===== src/rtl/bga_pkg.sv =====
`default_nettype none
// ----------------------------------------------------------------------------
// bga_pkg
// Shared types and constants for the binary grid automaton step block.
// ----------------------------------------------------------------------------
package bga_pkg;

    localparam int GRID_COLUMNS = 64;
    localparam int GRID_ROWS    = 64;

    localparam int ADDR_W = (GRID_COLUMNS > 1) ? $clog2(GRID_COLUMNS) : 1;
    // step counter of one generation runs 0 .. GRID_COLUMNS+1
    localparam int STEP_W = $clog2(GRID_COLUMNS + 2);

    localparam int WORD_W  = 64;
    localparam int INDEX_W = 6;
    localparam int CFG_W   = 4;

    localparam logic [WORD_W-1:0] ROW_MASK =
        (GRID_ROWS >= WORD_W) ? {WORD_W{1'b1}} : ((64'd1 << GRID_ROWS) - 64'd1);

    typedef enum logic [1:0] {
        CFG_GENERATIONS = 2'd0,
        CFG_DEATH_LIMIT = 2'd1,
        CFG_BIRTH_LIMIT = 2'd2,
        CFG_EDGE_ALIVE  = 2'd3
    } cfg_index_t;

    typedef enum logic {
        CMD_WRITE = 1'b0,
        CMD_RUN   = 1'b1
    } cmd_t;

    typedef struct packed {
        logic                cmd;
        logic [INDEX_W-1:0]  column_index;
        logic [WORD_W-1:0]   column_bits;
    } in_item_t;

    typedef struct packed {
        logic [INDEX_W-1:0]  out_index;
        logic [WORD_W-1:0]   out_bits;
        logic                last_column;
    } out_item_t;

    typedef enum logic [1:0] {
        ST_IDLE,
        ST_GEN,
        ST_DUMP_RD,
        ST_DUMP_OUT
    } state_t;

    // controller to datapath
    typedef struct packed {
        logic              load_en;
        logic              rd_en;
        logic [ADDR_W-1:0] rd_addr;
        logic              win_init;
        logic              shift_en;
        logic              wr_en;
        logic [ADDR_W-1:0] wr_addr;
        logic              right_edge;
    } dp_cmd_t;

    typedef struct packed {
        logic [CFG_W-1:0] generations;
        logic [CFG_W-1:0] death_limit;
        logic [CFG_W-1:0] birth_limit;
        logic             edge_alive;
    } cfg_t;

endpackage : bga_pkg
`default_nettype wire


===== src/rtl/bga_ram.sv =====
`default_nettype none
// ----------------------------------------------------------------------------
// bga_ram
// Generic single write port, single read port RAM with registered read.
// ----------------------------------------------------------------------------
module bga_ram #(
    parameter int WIDTH = 64,
    parameter int DEPTH = 64
) (
    input  wire logic                                     clk,
    input  wire logic                                     we,
    input  wire logic [((DEPTH > 1) ? $clog2(DEPTH) : 1)-1:0] waddr,
    input  wire logic [WIDTH-1:0]                         wdata,
    input  wire logic                                     re,
    input  wire logic [((DEPTH > 1) ? $clog2(DEPTH) : 1)-1:0] raddr,
    output logic      [WIDTH-1:0]                         rdata
);

    logic [WIDTH-1:0] mem [DEPTH];
    logic [WIDTH-1:0] rdata_reg;

    always_ff @(posedge clk)
    begin
        if (we)
        begin
            mem[waddr] <= wdata;
        end
        if (re)
        begin
            rdata_reg <= mem[raddr];
        end
    end

    assign rdata = rdata_reg;

endmodule : bga_ram
`default_nettype wire


===== src/rtl/bga_datapath.sv =====
`default_nettype none
// ----------------------------------------------------------------------------
// bga_datapath
// Grid store, per-column valid bits, three-column window and cell update.
// ----------------------------------------------------------------------------
module bga_datapath
    import bga_pkg::*;
(
    input  wire logic     clk,
    input  wire logic     rst_n,
    input  wire dp_cmd_t  dp_cmd,
    input  wire cfg_t     cfg,
    input  wire in_item_t in_item,
    output out_item_t     out_item
);

    localparam logic [ADDR_W-1:0] COL_LAST = ADDR_W'(GRID_COLUMNS - 1);

    logic [GRID_COLUMNS-1:0] valid_reg;
    logic                    rvalid_reg;
    logic [INDEX_W-1:0]      out_index_reg;
    logic                    last_reg;
    logic [GRID_ROWS-1:0]    left_reg;
    logic [GRID_ROWS-1:0]    mid_reg;

    logic                    ram_we;
    logic [ADDR_W-1:0]       ram_waddr;
    logic [WORD_W-1:0]       ram_wdata;
    logic [WORD_W-1:0]       ram_rdata;
    logic [WORD_W-1:0]       col_word;
    logic [GRID_ROWS-1:0]    edge_fill;
    logic [GRID_ROWS-1:0]    right_col;
    logic [GRID_ROWS-1:0]    new_col;
    logic                    load_ok;

    function automatic logic [GRID_ROWS-1:0] next_column(
        input logic [GRID_ROWS-1:0] col_l,
        input logic [GRID_ROWS-1:0] col_m,
        input logic [GRID_ROWS-1:0] col_r,
        input logic                 edge_bit,
        input logic [CFG_W-1:0]     death,
        input logic [CFG_W-1:0]     birth
    );
        logic [GRID_ROWS+1:0] l;
        logic [GRID_ROWS+1:0] m;
        logic [GRID_ROWS+1:0] r;
        logic [3:0]           cnt;
        logic [GRID_ROWS-1:0] res;
        l = {edge_bit, col_l, edge_bit};
        m = {edge_bit, col_m, edge_bit};
        r = {edge_bit, col_r, edge_bit};
        res = '0;
        for (int y = 0; y < GRID_ROWS; y++)
        begin
            cnt = {3'b000, l[y]} + {3'b000, l[y+1]} + {3'b000, l[y+2]}
                + {3'b000, m[y]} + {3'b000, m[y+2]}
                + {3'b000, r[y]} + {3'b000, r[y+1]} + {3'b000, r[y+2]};
            if (m[y+1])
            begin
                res[y] = (cnt >= death);
            end
            else
            begin
                res[y] = (cnt > birth);
            end
        end
        return res;
    endfunction

    assign load_ok   = dp_cmd.load_en
                     && ({1'b0, in_item.column_index} < (INDEX_W + 1)'(GRID_COLUMNS));
    assign ram_we    = load_ok || dp_cmd.wr_en;
    assign ram_waddr = dp_cmd.load_en ? in_item.column_index[ADDR_W-1:0] : dp_cmd.wr_addr;
    assign ram_wdata = dp_cmd.load_en ? (in_item.column_bits & ROW_MASK)
                                      : WORD_W'(new_col);

    bga_ram #(
        .WIDTH (WORD_W),
        .DEPTH (GRID_COLUMNS)
    ) u_grid (
        .clk   (clk),
        .we    (ram_we),
        .waddr (ram_waddr),
        .wdata (ram_wdata),
        .re    (dp_cmd.rd_en),
        .raddr (dp_cmd.rd_addr),
        .rdata (ram_rdata)
    );

    // a column never written since reset reads as all dead
    assign col_word  = rvalid_reg ? ram_rdata : '0;
    assign edge_fill = {GRID_ROWS{cfg.edge_alive}};
    assign right_col = dp_cmd.right_edge ? edge_fill : col_word[GRID_ROWS-1:0];
    assign new_col   = next_column(left_reg, mid_reg, right_col, cfg.edge_alive,
                                   cfg.death_limit, cfg.birth_limit);

    always_ff @(posedge clk or negedge rst_n)
    begin
        if (!rst_n)
        begin
            valid_reg <= '0;
        end
        else if (ram_we)
        begin
            valid_reg[ram_waddr] <= 1'b1;
        end
    end

    always_ff @(posedge clk)
    begin
        if (dp_cmd.rd_en)
        begin
            rvalid_reg    <= valid_reg[dp_cmd.rd_addr];
            out_index_reg <= INDEX_W'(dp_cmd.rd_addr);
            last_reg      <= (dp_cmd.rd_addr == COL_LAST);
        end
        if (dp_cmd.win_init)
        begin
            mid_reg <= edge_fill;
        end
        else if (dp_cmd.shift_en)
        begin
            left_reg <= mid_reg;
            mid_reg  <= col_word[GRID_ROWS-1:0];
        end
    end

    assign out_item.out_index   = out_index_reg;
    assign out_item.out_bits    = col_word & ROW_MASK;
    assign out_item.last_column = last_reg;

endmodule : bga_datapath
`default_nettype wire


===== config.mk =====
export PLATFORM = sky130hd
export DESIGN_NAME = bga_datapath
export DESIGN_NICKNAME = d
export VERILOG_FILES = /design/src/rtl/bga_pkg.sv /design/src/rtl/bga_ram.sv /design/src/rtl/bga_datapath.sv
export SDC_FILE = /design/constraint.sdc
export NUM_CORES = 2
export LEC_CHECK = 0
export ABC_CLOCK_PERIOD_IN_PS = 9400
export BUFFER_PORTS_ARGS = -buffer_cell sky130_fd_sc_hd__buf_2
export CAP_MARGIN = 25
export CORE_MARGIN = 2
export CORE_UTILIZATION = 53
export DETAILED_ROUTE_END_ITERATION = 16
export PLACE_DENSITY = 0.76
export SKIP_LAST_GASP = 1
export SLEW_MARGIN = 10
export SYNTH_ARGS = -nofsm -noshare
export SYNTH_HDL_FRONTEND = slang
export SYNTH_SLANG_ARGS = --single-unit

===== constraint.sdc =====
create_clock -name clk -period 9.4 [get_ports clk]
set_input_delay 0.94 -clock clk [delete_from_list [all_inputs] [get_ports clk]]
set_output_delay 0.94 -clock clk [all_outputs]
set_load 0.02 [all_outputs]

==> flow_metrics.py <==
metrics = {
    "global_routing": {
        "grt_pass1_vias": 103782,
        "antenna_found_initial": 41,
        "grt_pass1_wl_um": 761000,
        "grt_usage_pct": 30.1,
        "grt.overflow.total": 0,
        "grt_max_degree": 123,
    },
    "placed_design": {
        "gp_congestion": 0.860,
        "postPlaceCellArea_sq_um": 196000,
        "numPortBuffers": 169,
        "hpwl_um": 303000,
        "pre_cts_ws_ns": 2.78,
    },
    "sta": {
        "rsz0062_at_grt": "false",
        "fin_ws_ns": 3.12,
        "finalSetupViolCount": 0,
        "layout_min_cycle_time_ns": 6.28,
        "slew_viol_final": 0,
        "clock_skew_ns": 0.0820,
        "slew_headroom_pct": 21.8,
        "hold_violations": 0,
        "max_freq_mhz": 159,
        "fin_setup_tns_ns": 0,
        "worst_pin_slew_ns": 1.17,
        "finalCritPeriodShare_pct": 66.8,
    },
    "setup_path": {
        "rrSetupSlack_ns": 3.12,
        "critical_path_arrival_ns": 6.75,
        "worst-setup-path-type": "register to register",
        "r2r_cells": 16,
        "worst_ep_required_time_ns": 9.88,
        "start_kind": "register",
        "cp_max_fo": 64,
        "cp-end-kind": "register",
        "endpoint": "u_grid.mem[19][43]",
        "cpMostUsedCell": "fa_1",
        "rr_endpoint": "u_grid.mem[19][43]",
        "crit_chain": "buf_4 -> nand2_1 -> o21a_1 -> fa_1 -> fa_1 -> inv_1 -> ha_1 -> fa_1 -> ha_1 -> nor2b_1 -> o21a_1 -> o21ai_0 -> nand2b_1 -> a21oi_1 -> o31ai_4 -> buf_4",
        "crit_slowest_cell": "buf_4",
        "cpPeakStageDelay_ns": 0.83,
        "worstSetupStartpoint": "rvalid_reg",
        "r2r_start": "rvalid_reg",
    },
    "logic_synthesis": {
        "ys_ff_latch": 4360,
        "synth_fp_nets": 10824,
        "synth_cell_types": 42,
        "ys.warnings.count": 0,
        "syn_area_per_cell_sq_um": 19.2,
        "netlist_area_sq_um": 187000,
        "seq_area_frac_synth_pct": 69.7,
        "netlist_instances": 9762,
    },
    "final_layout": {
        "drive_gt1_share_pct": 21.1,
        "regArea_sq_um": 131000,
        "final_util_pct": 59.6,
        "fin_nets": 11258,
        "multi_input_area_sq_um": 54100,
        "most-common-layout-cells": "edfxtp_1 (4296), mux4_2 (947), ha_1 (704)",
        "final_area_sq_um": 210000,
        "regMostFlops": "u_grid.mem",
        "final_common_cell": "edfxtp_1",
        "n_fill_cell": 24066,
        "area_growth_pct": 12.0,
        "largest_register_ffs": 4096,
    },
    "clock_network": {
        "cts_tree": "done",
        "post_cts_resized": 0,
        "cts_setup_buffers": 0,
        "cts_hold_buf": 0,
        "cts.clk_slew.worst_paths_ns": 0.06,
        "insertion_delay_ns": 0.98,
        "root_buffer": "clkbuf_16",
        "h-tree-depth": 5,
        "cts_buffer_depth": 4,
        "cts_sinks": 4360,
        "cts_inserted_buffers": 411,
    },
    "power": {
        "ir_drop_v": 0.000179,
        "power_density_nw_per_um2": 222,
        "power.total_mw": 46.7,
        "p_leak_nw": 73.2,
    },
    "routing": {
        "vias": 103521,
        "drtAntennaViolNets": 0,
        "wl_um": 543000,
        "first_pass_iters": 5,
        "routedWlPerCell_um": 35.5,
        "drc": 0,
        "drt_iter0_markers": 16101,
        "viasPerCell": 6.77,
    },
    "die": {
        "die_area_sq_um": 358000,
        "dieHeight_um": 598,
        "core_sq_um": 352000,
        "io_pins": 175,
        "die_w_um": 598,
        "core.rowCount": 218,
        "start_util_pct": 53.2,
    },
    "run_status": {
        "status": "complete, no violations",
    },
    "flow_run": {
        "maxCapViolCount": 0,
    },
    "min_path": {
        "min_path_type": "input pin to asynchronous set/reset pin",
    },
}
through the flow:
step / cells / hold WS (ns)
floorplan: 9762 / 0.434
global placement: 14487 / 0.445
detailed placement: 14509 / 0.450
CTS: 15266 / 0.179
global route: 15274 / 0.276
finish: 15287 / 0.190
worst min-delay path by stage:
stage | from | endpoint | slack [ns] | cells past startpoint
floorplan | valid_reg[14] | valid_reg[14] | 0.43 | 1
global placement | valid_reg[36] | valid_reg[36] | 0.44 | 1
detailed placement | valid_reg[19] | valid_reg[19] | 0.45 | 1
CTS | rst_n | valid_reg[0] | 0.18 | 2
global route | rst_n | valid_reg[0] | 0.28 | 2
finish | rst_n | valid_reg[0] | 0.19 | 2
report_power, final:
part | internal, mW | leakage (nW) | switching (mW) | total (mW)
Clock | 9.13 | 6.46 | 7.30 | 16.4
Sequential | 22.6 | 40.0 | 0.146 | 22.7
Combinational | 2.84 | 26.8 | 4.65 | 7.50
Total | 34.6 | 73.2 | 12.1 | 46.7
critical path: cells and delay by family, from the launching register on:
kind,cells,cell delay (ns)
adder cells (fa/ha/maj),5,2.00
AND/OR/NAND/NOR,3,0.82
flip-flops,1,0.45
AO/OA/AOI/OAI,5,1.18
buffers and inverters,3,1.16
Yosys cell counts:
master       n  area (sq um)
a211o_1     37           324
a211oi_1   139          1040
a21o_1     129           968
a21oi_1    231          1160
a221oi_1    71           622
a22o_1      29           254
a22oi_1     86           646
a32o_1       1          10.0
and2_1       2          12.5
buf_1       40           150
buf_2      143           716
buf_4       32           240
buf_6       16           180
clkbuf_1   210           788
clkbuf_2     1          5.00
dfrtp_1     64          1600
edfxtp_1  4296        129000
fa_1       254          5080
ha_1       704          8810
inv_1      517          1940
inv_2        1          3.75
mux2_2       1          11.3
mux2i_1    371          3710
mux4_2     947         21300
nand2_1    224           841
nand2b_1   157           982
nand3_1      2          10.0
nand3b_1     1          7.51
nand4_1     64           400
nor2_1      73           274
nor2b_1    171          1070
nor3_1      38           190
o21a_1     127           953
o21ai_0    177           886
o21ai_1      1          5.00
o221ai_1    92           806
o22ai_1    114           713
o31ai_1     63           473
o32ai_1      5          43.8
or2_2       66           413
or3b_2       1          8.76
xor2_1      64           561
cell families (layout without fill, tap and decap cells):
kind of cell	count (synthesis)	in the layout	share of synthesized area, %
flip-flops	4360	4360	69.7
AND/OR/NAND/NOR	799	799	2.25
buffers and inverters	960	1738	2.15
adder cells (fa/ha/maj)	958	958	7.42
multiplexers	1319	1319	13.4
XOR/XNOR	64	64	0.299
other	0	17	0
AO/OA/AOI/OAI	1302	1302	4.75
cell type report:
type / instances / share of cell area (%)
Sequential cell: 4360 / 62.3
Multi-Input combinational cell: 4442 / 25.8
Clock buffer: 494 / 5.15
Tap cell: 4730 / 2.82
Timing Repair Buffer: 463 / 1.89
Clock inverter: 263 / 1.14
Inverter: 518 / 0.932
Antenna cell: 17 / 0.0203
layer usage:
layer	global-route usage (%)	vias to the layer above	part of all wire (%)
li1	-	40333	-
met1	39.6	53475	34
met2	47.6	8199	47
met3	7.62	1498	13
met4	13.9	16	5.3
met5	0	-	0.020
Power figures use the tool's default switching activity.
