[config.mk]
export PLATFORM = sky130hd
export DESIGN_NAME = bga_ctrl
export DESIGN_NICKNAME = d
export VERILOG_FILES = /design/src/rtl/bga_pkg.sv /design/src/rtl/bga_ctrl.sv
export SDC_FILE = /design/constraint.sdc
export NUM_CORES = 1
export LEC_CHECK = 0
export ABC_AREA = 1
export BUFFER_PORTS_ARGS = -buffer_cell sky130_fd_sc_hd__buf_4
export CAP_MARGIN = 10
export CORE_UTILIZATION = 30
export CTS_CLUSTER_DIAMETER = 150
export DETAILED_ROUTE_END_ITERATION = 10
export PLACE_DENSITY = 0.52
export SYNTH_ARGS = -nofsm -noshare
export SYNTH_HDL_FRONTEND = slang
export SYNTH_SLANG_ARGS = --single-unit
[constraint.sdc]
create_clock -name clk -period 1.6 [get_ports clk]
set_clock_uncertainty 0.15 [all_clocks]
set_input_delay 0 -clock clk [delete_from_list [all_inputs] [get_ports clk]]
set_output_delay 0 -clock clk [all_outputs]
set_load 0.02 [all_outputs]
[src/rtl/bga_pkg.sv]
`default_nettype none
// ----------------------------------------------------------------------------
// bga_pkg
// Shared types and constants for the binary grid automaton step block.
// ----------------------------------------------------------------------------
package bga_pkg;

    localparam int GRID_COLUMNS = 64;
    localparam int GRID_ROWS    = 64;

    localparam int ADDR_W = (GRID_COLUMNS > 1) ? $clog2(GRID_COLUMNS) : 1;
    // step counter of one generation runs 0 .. GRID_COLUMNS+1
    localparam int STEP_W = $clog2(GRID_COLUMNS + 2);

    localparam int WORD_W  = 64;
    localparam int INDEX_W = 6;
    localparam int CFG_W   = 4;

    localparam logic [WORD_W-1:0] ROW_MASK =
        (GRID_ROWS >= WORD_W) ? {WORD_W{1'b1}} : ((64'd1 << GRID_ROWS) - 64'd1);

    typedef enum logic [1:0] {
        CFG_GENERATIONS = 2'd0,
        CFG_DEATH_LIMIT = 2'd1,
        CFG_BIRTH_LIMIT = 2'd2,
        CFG_EDGE_ALIVE  = 2'd3
    } cfg_index_t;

    typedef enum logic {
        CMD_WRITE = 1'b0,
        CMD_RUN   = 1'b1
    } cmd_t;

    typedef struct packed {
        logic                cmd;
        logic [INDEX_W-1:0]  column_index;
        logic [WORD_W-1:0]   column_bits;
    } in_item_t;

    typedef struct packed {
        logic [INDEX_W-1:0]  out_index;
        logic [WORD_W-1:0]   out_bits;
        logic                last_column;
    } out_item_t;

    typedef enum logic [1:0] {
        ST_IDLE,
        ST_GEN,
        ST_DUMP_RD,
        ST_DUMP_OUT
    } state_t;

    // controller to datapath
    typedef struct packed {
        logic              load_en;
        logic              rd_en;
        logic [ADDR_W-1:0] rd_addr;
        logic              win_init;
        logic              shift_en;
        logic              wr_en;
        logic [ADDR_W-1:0] wr_addr;
        logic              right_edge;
    } dp_cmd_t;

    typedef struct packed {
        logic [CFG_W-1:0] generations;
        logic [CFG_W-1:0] death_limit;
        logic [CFG_W-1:0] birth_limit;
        logic             edge_alive;
    } cfg_t;

endpackage : bga_pkg
`default_nettype wire

[src/rtl/bga_ctrl.sv]
`default_nettype none
// ----------------------------------------------------------------------------
// bga_ctrl
// Sequencer: column loads, generation sweeps and the column dump.
// ----------------------------------------------------------------------------
module bga_ctrl
    import bga_pkg::*;
(
    input  wire logic       clk,
    input  wire logic       rst_n,
    input  wire logic       in_valid,
    output logic            in_ready,
    input  wire logic       in_cmd,
    input  wire logic       out_ready,
    output logic            out_valid,
    input  wire logic [CFG_W-1:0] generations,
    output dp_cmd_t         dp_cmd
);

    localparam logic [STEP_W-1:0] STEP_LAST = STEP_W'(GRID_COLUMNS + 1);
    localparam logic [STEP_W-1:0] STEP_COLS = STEP_W'(GRID_COLUMNS);
    localparam logic [ADDR_W-1:0] COL_LAST  = ADDR_W'(GRID_COLUMNS - 1);

    state_t            state_reg, state_next;
    logic [STEP_W-1:0] step_reg, step_next;
    logic [CFG_W-1:0]  gen_left_reg, gen_left_next;
    logic [ADDR_W-1:0] col_reg, col_next;
    logic [STEP_W-1:0] wr_step;

    always_ff @(posedge clk or negedge rst_n)
    begin
        if (!rst_n)
        begin
            state_reg    <= ST_IDLE;
            step_reg     <= '0;
            gen_left_reg <= '0;
            col_reg      <= '0;
        end
        else
        begin
            state_reg    <= state_next;
            step_reg     <= step_next;
            gen_left_reg <= gen_left_next;
            col_reg      <= col_next;
        end
    end

    assign wr_step = step_reg - STEP_W'(2);

    always_comb
    begin
        state_next    = state_reg;
        step_next     = step_reg;
        gen_left_next = gen_left_reg;
        col_next      = col_reg;
        in_ready      = 1'b0;
        out_valid     = 1'b0;
        dp_cmd        = '0;

        unique case (state_reg)
            ST_IDLE:
            begin
                in_ready = 1'b1;
                if (in_valid)
                begin
                    if (in_cmd == CMD_WRITE)
                    begin
                        dp_cmd.load_en = 1'b1;
                    end
                    else if (generations != '0)
                    begin
                        gen_left_next = generations;
                        step_next     = '0;
                        state_next    = ST_GEN;
                    end
                    else
                    begin
                        col_next   = '0;
                        state_next = ST_DUMP_RD;
                    end
                end
            end

            // each step reads one column and shifts the word returned by the registered
            // read into the window; the column two before the one read is written back
            ST_GEN:
            begin
                dp_cmd.rd_en      = (step_reg < STEP_COLS);
                dp_cmd.rd_addr    = step_reg[ADDR_W-1:0];
                dp_cmd.win_init   = (step_reg == '0);
                dp_cmd.shift_en   = (step_reg != '0) && (step_reg <= STEP_COLS);
                dp_cmd.wr_en      = (step_reg >= STEP_W'(2));
                dp_cmd.wr_addr    = wr_step[ADDR_W-1:0];
                dp_cmd.right_edge = (step_reg == STEP_LAST);
                if (step_reg == STEP_LAST)
                begin
                    step_next = '0;
                    if (gen_left_reg == CFG_W'(1))
                    begin
                        col_next   = '0;
                        state_next = ST_DUMP_RD;
                    end
                    else
                    begin
                        gen_left_next = gen_left_reg - CFG_W'(1);
                    end
                end
                else
                begin
                    step_next = step_reg + STEP_W'(1);
                end
            end

            ST_DUMP_RD:
            begin
                dp_cmd.rd_en   = 1'b1;
                dp_cmd.rd_addr = col_reg;
                state_next     = ST_DUMP_OUT;
            end

            ST_DUMP_OUT:
            begin
                out_valid = 1'b1;
                if (out_ready)
                begin
                    if (col_reg == COL_LAST)
                    begin
                        state_next = ST_IDLE;
                    end
                    else
                    begin
                        col_next   = col_reg + ADDR_W'(1);
                        state_next = ST_DUMP_RD;
                    end
                end
            end

            default:
            begin
                state_next = ST_IDLE;
            end
        endcase
    end

endmodule : bga_ctrl
`default_nettype wire

==> impl_metrics.ini, run 1 <==
[sta]
fin_crit_ns = 1.71
slew_viol_final = 0
finalHoldViolations = 0
setup_ws_ns = -0.112
hold_ws_ns = 0.00857
worstMarginPinSlew_ns = 0.307
finalSetupViolCount = 21
final.period_utilization_pct = 107
fmax_ghz = 0.584
maxSlewHeadroom_pct = 79.4
rsz0062_at_grt = true

[finish]
largest_register_ffs = 7
final_area_sq_um = 2500
nNetsFinal = 333
seqCellArea_sq_um = 479
final_core_util_pct = 47.4
multi_input_area_sq_um = 1210
drive_gt1_share_pct = 39.3
n_antenna_cell = 0
syn2layout_area_growth_pct = 48.1
nFillCells = 556

[route]
drt_first_iter_violations = 154
via_count = 1738
wl_um = 4640
firstDrtPassIters = 4
ant_nets = 0
wl_per_cell_um = 12.3
drc = 0
viasPerCell = 4.60

[place]
dp_hpwl_um = 3360
io_buffers = 28
dp_slack_ns = -0.0376
dpl_cell_area_sq_um = 2170
gp_congestion = 0.811

[grt]
grt_antenna_before_repair = 0
grt_max_degree = 20
grt_overflow = 0
grt_pass1_wl_um = 7740
grt_pass1_vias = 1652
gr-usage-all-layers_pct = 16.3

[floorplanning]
die_area_sq_um = 5930
num_rows = 26
core_region_area_sq_um = 5270
io_pins = 29
start_util_pct = 32.0
die_y_um = 77.0
die_w_um = 77.0

[clock_network]
clkLatencyLatePin_ns = 0.26
htreeDepth = 1
clockBufferDepth = 2
root_buffer = clkbuf_8
clock-sinks = 19
cts_tree = done
cts_buffers = 3
clk_pin_slew_ns = 0.08

[yosys]
yosys-top-cells-area = dfrtp_1 (28%), nand2_1 (16%), ha_1 (11%)
synthArstFlopShare_pct = 100
yosysWarningCount = 0
netlist_area_sq_um = 1690
synth_seq_cells = 19
syn_nets = 266
synth-main-ff-cell = dfrtp_1
synth_top_area_share_pct = 28.2
synthDistinctLibCells = 29
synth_cells = 242
synth-edff-count = 0
syn_avg_cell_area_sq_um = 6.97
seq_area_frac_synth_pct = 28.2
yosysTopAreaCell = dfrtp_1

[critical_path]
cp_slowest_cell = dfrtp_2
r2r-end = col_reg[5]$_DFFE_PN0P_
crit_chain = inv_4, ha_4, clkinvlp_4, a21oi_2, o21a_1, buf_6
worst_setup_path_start_kind = flip-flop
ff2ff_setup_slack_ns = -0.02
r2r-start = state_reg[1]$_DFFE_PN0P_
cp-end-kind = output port
arrival_ns = 1.56
cp_max_fo = 7
path_buf_inv = 3
worst_r2r_path_depth = 9
required_ns = 1.45
critPathMaxStageDelay_ns = 0.44
crit_family = flip-flops
crit_type = flip-flop to output port

[flow_run]
cap_violations = 0

[power]
power_leakage_nw = 1.24
total_power_mw = 0.878
ir_drop_v = 0.000241
power_density_nw_per_um2 = 352

[status]
violations = negative setup slack
status = finished with violations

[worst_hold_path]
hold_path_class = primary input to async pin
-- Yosys cell counts (all sizes together), types with 2 or more instances --
master	n
nand3	18
nand4	5
a21oi	16
nand2	76
inv	28
ha	15
xor2	4
nor2	28
buf	5
or2	3
o21ai	16
dfrtp	19
clkbuf	2
-- worst reg2reg max path, cell delays in order (launching register included) --
cell	delay [ns]
dfrtp_2	0.44
buf_4	0.16
ha_4	0.17
inv_2	0.05
or2_4	0.12
nand2_4	0.07
nor2_8	0.15
nand2_4	0.10
nand2_1	0.07
nand2_1	0.05
-- cells in the final DEF (no fill, tap or decap), types with 5 or more instances in the layout --
cell           netlist  layout
inv_1               28      19
nor2_1              22      18
ha_4                 0       5
nand3_1             17      14
nand2_2              1       6
buf_4                1      56
dlygate4sd3_1        0       5
nand4_1              5       5
ha_1                15       9
o21ai_0             15      12
inv_2                0       7
dfrtp_1             19      16
nand2_1             72      66
buf_6                1       8
nor2_4               5       7
a21oi_1             16      11
a21oi_2              0       5
-- where the power goes --
group	leakage (nW)	internal, mW	switching, mW
Clock	0.0255	0.174	0.184
Sequential	0.224	0.480	0
Combinational	0.988	0.0221	0.0197
Total	1.24	0.675	0.203
-- final cells by class --
class / instances / area share [%]
clock buffer: 3 / 1.65
clock inverter: 1 / 0.200
inverter: 28 / 4.46
multi-input combinational: 188 / 48.6
sequential: 19 / 19.2
tap: 70 / 3.51
timing repair buffer: 69 / 22.4
-- how the worst max path moves through the flow --
stage                                   from                      end  slack, ns  cells after the start
global placement      col_reg[0]$_DFFE_PN0P_   col_reg[5]$_DFFE_PN0P_      -0.02                      9
finish              state_reg[1]$_DFFE_PN0P_                dp_cmd[8]      -0.11                      6
detailed placement  state_reg[1]$_DFFE_PN0P_   col_reg[4]$_DFFE_PN0P_      -0.04                      9
CTS                 state_reg[1]$_DFFE_PN0P_                dp_cmd[8]      -0.09                      6
global route        state_reg[1]$_DFFE_PN0P_                dp_cmd[8]      -0.19                      6
floorplan           state_reg[0]$_DFFE_PN0P_  step_reg[5]$_DFFE_PN0P_      -0.03                      8
-- through the flow --
step                cells  TNS [ns]
finish                378    -0.813
global route          378     -2.89
CTS                   377     -1.08
detailed placement    361    -0.143
global placement      361   -0.0900
floorplan             242    -0.127
-- timing repair --
item,in CTS,in global routing
resized for setup,25,27
endpoints found under the setup margin,24,37
setup buffers,7,1
pin swaps,5,2
hold buffers,5,0
endpoints found under the hold margin,23,0
-- metal layers --
metal  part of all wire (%)  global-route usage [%]  vias to the layer above
li1                       -                       -                      901
met1                     49                    22.0                      799
met2                     47                    26.2                       32
met3                    3.2                    2.50                        6
met4                    1.3                    5.66                        0
met5                      0                       0                        -
-- logic make-up (layout without fill, tap and decap cells) --
logic type                 after synthesis  after routing  share of synthesized area (%)
AOI/OAI and AO/OA                       35             35                           10.8
and+or+nand+nor                        133            133                           38.0
DFF                                     19             19                           28.2
adders and majority gates               15             15                           11.1
xor gates and xnor gates                 5              5                           2.60
buffers and inverters                   35            101                           9.27
No activity file was read; power rests on OpenSTA's default activity.
==> run 2, diff against run 1 <==
--- a/config.mk
+++ b/config.mk
@@ -5,13 +5,13 @@
 export SDC_FILE = /design/constraint.sdc
 export NUM_CORES = 1
 export LEC_CHECK = 0
-export ABC_AREA = 1
 export BUFFER_PORTS_ARGS = -buffer_cell sky130_fd_sc_hd__buf_4
 export CAP_MARGIN = 10
 export CORE_UTILIZATION = 30
 export CTS_CLUSTER_DIAMETER = 150
 export DETAILED_ROUTE_END_ITERATION = 10
 export PLACE_DENSITY = 0.52
+export SETUP_SLACK_MARGIN = 0.05
 export SYNTH_ARGS = -nofsm -noshare
 export SYNTH_HDL_FRONTEND = slang
 export SYNTH_SLANG_ARGS = --single-unit
==> run 2 against run 1 <==
Effect of this change:
- wire length is 18% higher
- sequential cell count unchanged
- largest power group unchanged
- register-to-register slack got worse by 0.33 ns
- setup slack worse by 0.24 ns
- clock power about the same
- global-route usage up 2.8 points
- via count rose by 7.5%
- the run still ends with negative setup slack left
- largest cell class unchanged
- utilization up 9.4 points
==> impl_metrics.ini, run 2 <==
[yosys]
synth_compound_area_share_pct = 27.1
synth_cells = 191
netlist_area_sq_um = 1700
synth.most_common_cell = dfrtp_1
synth-xor-area-share_pct = 2.06
syn_nets = 215
synth-main-ff-cell = dfrtp_1
synth_top_area_share_pct = 28.0
yosys-top-cells-area = dfrtp_1 (28%), ha_1 (11%), nor2b_1 (4.4%)
synthAdderAreaFrac_pct = 11.0
synth-edff-count = 0
synth_common_cells = dfrtp_1 (19), nor2_1 (16), ha_1 (15)
synthArstFlopShare_pct = 100
syn_avg_cell_area_sq_um = 8.90
synthDistinctLibCells = 52
yosysTopAreaCell = dfrtp_1
synth_seq_cells = 19
seq_area_frac_synth_pct = 28.0
yosysWarningCount = 0
synth_top_family_by_area = compound AO/OA/AOI/OAI gates
synth-simple-area-share_pct = 23.6
synthMuxAreaShare_pct = 2.43

[route]
drc = 0
viasPerCell = 5.17
drt_first_iter_violations = 71
ant_nets = 0
firstDrtPassIters = 4
wl_per_cell_um = 15.2
via_count = 1868
wl_um = 5500

[clock_network]
clkLatencyLatePin_ns = 0.26
root_buffer = clkbuf_8
clk_pin_slew_ns = 0.08
clockBufferDepth = 2
clock-sinks = 19
cts_buffers = 3
htreeDepth = 1
cts_tree = done

[finish]
final_core_util_pct = 56.8
nNetsFinal = 314
nFillCells = 479
syn2layout_area_growth_pct = 82.9
layout_common_cells = buf_4 (66), buf_6 (30), dfrtp_1 (19)
layout_commonest_cell = buf_4
largest_register_ffs = 7
final_area_sq_um = 3110
n_antenna_cell = 0
drive_gt1_share_pct = 58.5

[sta]
worstMarginPinSlew_ns = 0.435
maxSlewHeadroom_pct = 71.0
hold_ws_ns = 0.00221
finalHoldViolations = 0
final.period_utilization_pct = 122
fin_setup_tns_ns = -7.10
finalSetupViolCount = 37
slew_viol_final = 0
setup_ws_ns = -0.347
fmax_ghz = 0.514
fin_crit_ns = 1.95
rsz0062_at_grt = true

[status]
violations = negative setup slack
status = finished with violations

[floorplanning]
die_area_sq_um = 5970
die_y_um = 77.3
start_util_pct = 31.1
num_rows = 27
io_pins = 29
core_region_area_sq_um = 5470
die_w_um = 77.3

[critical_path]
cp_max_fo = 3
worst_setup_path_start_kind = flip-flop
required_ns = 1.60
crit_type = flip-flop to flip-flop
arrival_ns = 1.94
cp-end-kind = flip-flop
ff2ff_setup_slack_ns = -0.35

[place]
io_buffers = 28
dp_hpwl_um = 3850
dpl_cell_area_sq_um = 2450
gp_congestion = 0.796
dp_slack_ns = -0.388

[flow_run]
cap_violations = 0

[grt]
grt_pass1_wl_um = 9050
grt_antenna_before_repair = 0
grt_max_degree = 20
gr-usage-all-layers_pct = 19.1
grt_pass1_vias = 1836
grt_overflow = 0

[worst_hold_path]
hold_path_class = primary input to async pin

[power]
power_leakage_nw = 1.31
power_density_nw_per_um2 = 283
ir_drop_v = 0.000268
[run 2: cell types whose count changed after synthesis, sizes merged, moves of 6 or more]
cell	previous run	this run
nand2	76	14
inv	28	8
a21oi	16	4
nand3	18	6
nor2	28	16
nor2b	0	12
nor3	1	7
[run 2: path summary, 6_finish.rpt]
check	start	endpoint	depth (start not counted)
max	step_reg[5]$_DFFE_PN0P_	col_reg[1]$_DFFE_PN0P_	4
min	rst_n	gen_left_reg[3]$_DFFE_PN0P_	2
max reg2reg	step_reg[5]$_DFFE_PN0P_	col_reg[1]$_DFFE_PN0P_	4
min reg2reg	col_reg[2]$_DFFE_PN0P_	col_reg[2]$_DFFE_PN0P_	2
max in group asynchronous	rst_n	state_reg[0]$_DFFE_PN0P_	2
min in group clk	generations[1]	gen_left_reg[1]$_DFFE_PN0P_	4
[run 2: per-layer routing]
metal | vias up | track usage, % | wire, um | share of wire (%)
li1 | 914 | - | - | -
met1 | 912 | 23.4 | 2430 | 44
met2 | 36 | 34.7 | 2870 | 52
met3 | 6 | 2.02 | 137 | 2.5
met4 | 0 | 5.28 | 60 | 1.1
met5 | - | 0 | 0 | 0
[run 2: cell families after synthesis]
family / count (synthesis)
fa+ha+maj: 15
simple gates: 77
flops: 19
xor+xnor: 4
buf+inv: 17
compound gates: 55
mux: 4
[run 2: layout make-up]
class / count / area, sq um / area share, %
Clock buffer: 4 / 45.0 / 1.45
Inverter: 9 / 46.3 / 1.49
Multi-Input combinational cell: 156 / 1540 / 49.4
Sequential cell: 19 / 475 / 15.3
Tap cell: 72 / 90.1 / 2.90
Timing Repair Buffer: 101 / 918 / 29.5
[run 2: stage by stage]
| step | power [mW] | instances |
|---|---|---|
| floorplan | 0.492 | 191 |
| global placement | 0.531 | 336 |
| detailed placement | 0.531 | 336 |
| CTS | 0.883 | 358 |
| global route | 0.906 | 361 |
| finish | 0.882 | 361 |
[run 2: repair_timing]
| action | 4_1_cts | 5_1_grt |
|---|---|---|
| setup endpoints to repair | 37 | 37 |
| pin swaps | 33 | 13 |
| resized for setup | 74 | 20 |
| hold buffers | 1 | 0 |
| gates cloned | 1 | 0 |
| endpoints found under the hold margin | 19 | 0 |
| buffers inserted | 16 | 4 |
[run 2: critical path: stages (launching register included)]
cell and delay, ns:
dfrtp_1 0.38, or4_4 0.58, o21ai_4 0.24, nand3_2 0.15
a221o_1 0.33
[run 2: power breakdown]
part	switching [mW]	leakage [nW]	internal (mW)	total, mW
sequential	0	0.224	0.480	0.480
combinational	0.0229	1.06	0.0222	0.0450
clock	0.180	0.0228	0.177	0.357
total	0.202	1.31	0.679	0.882
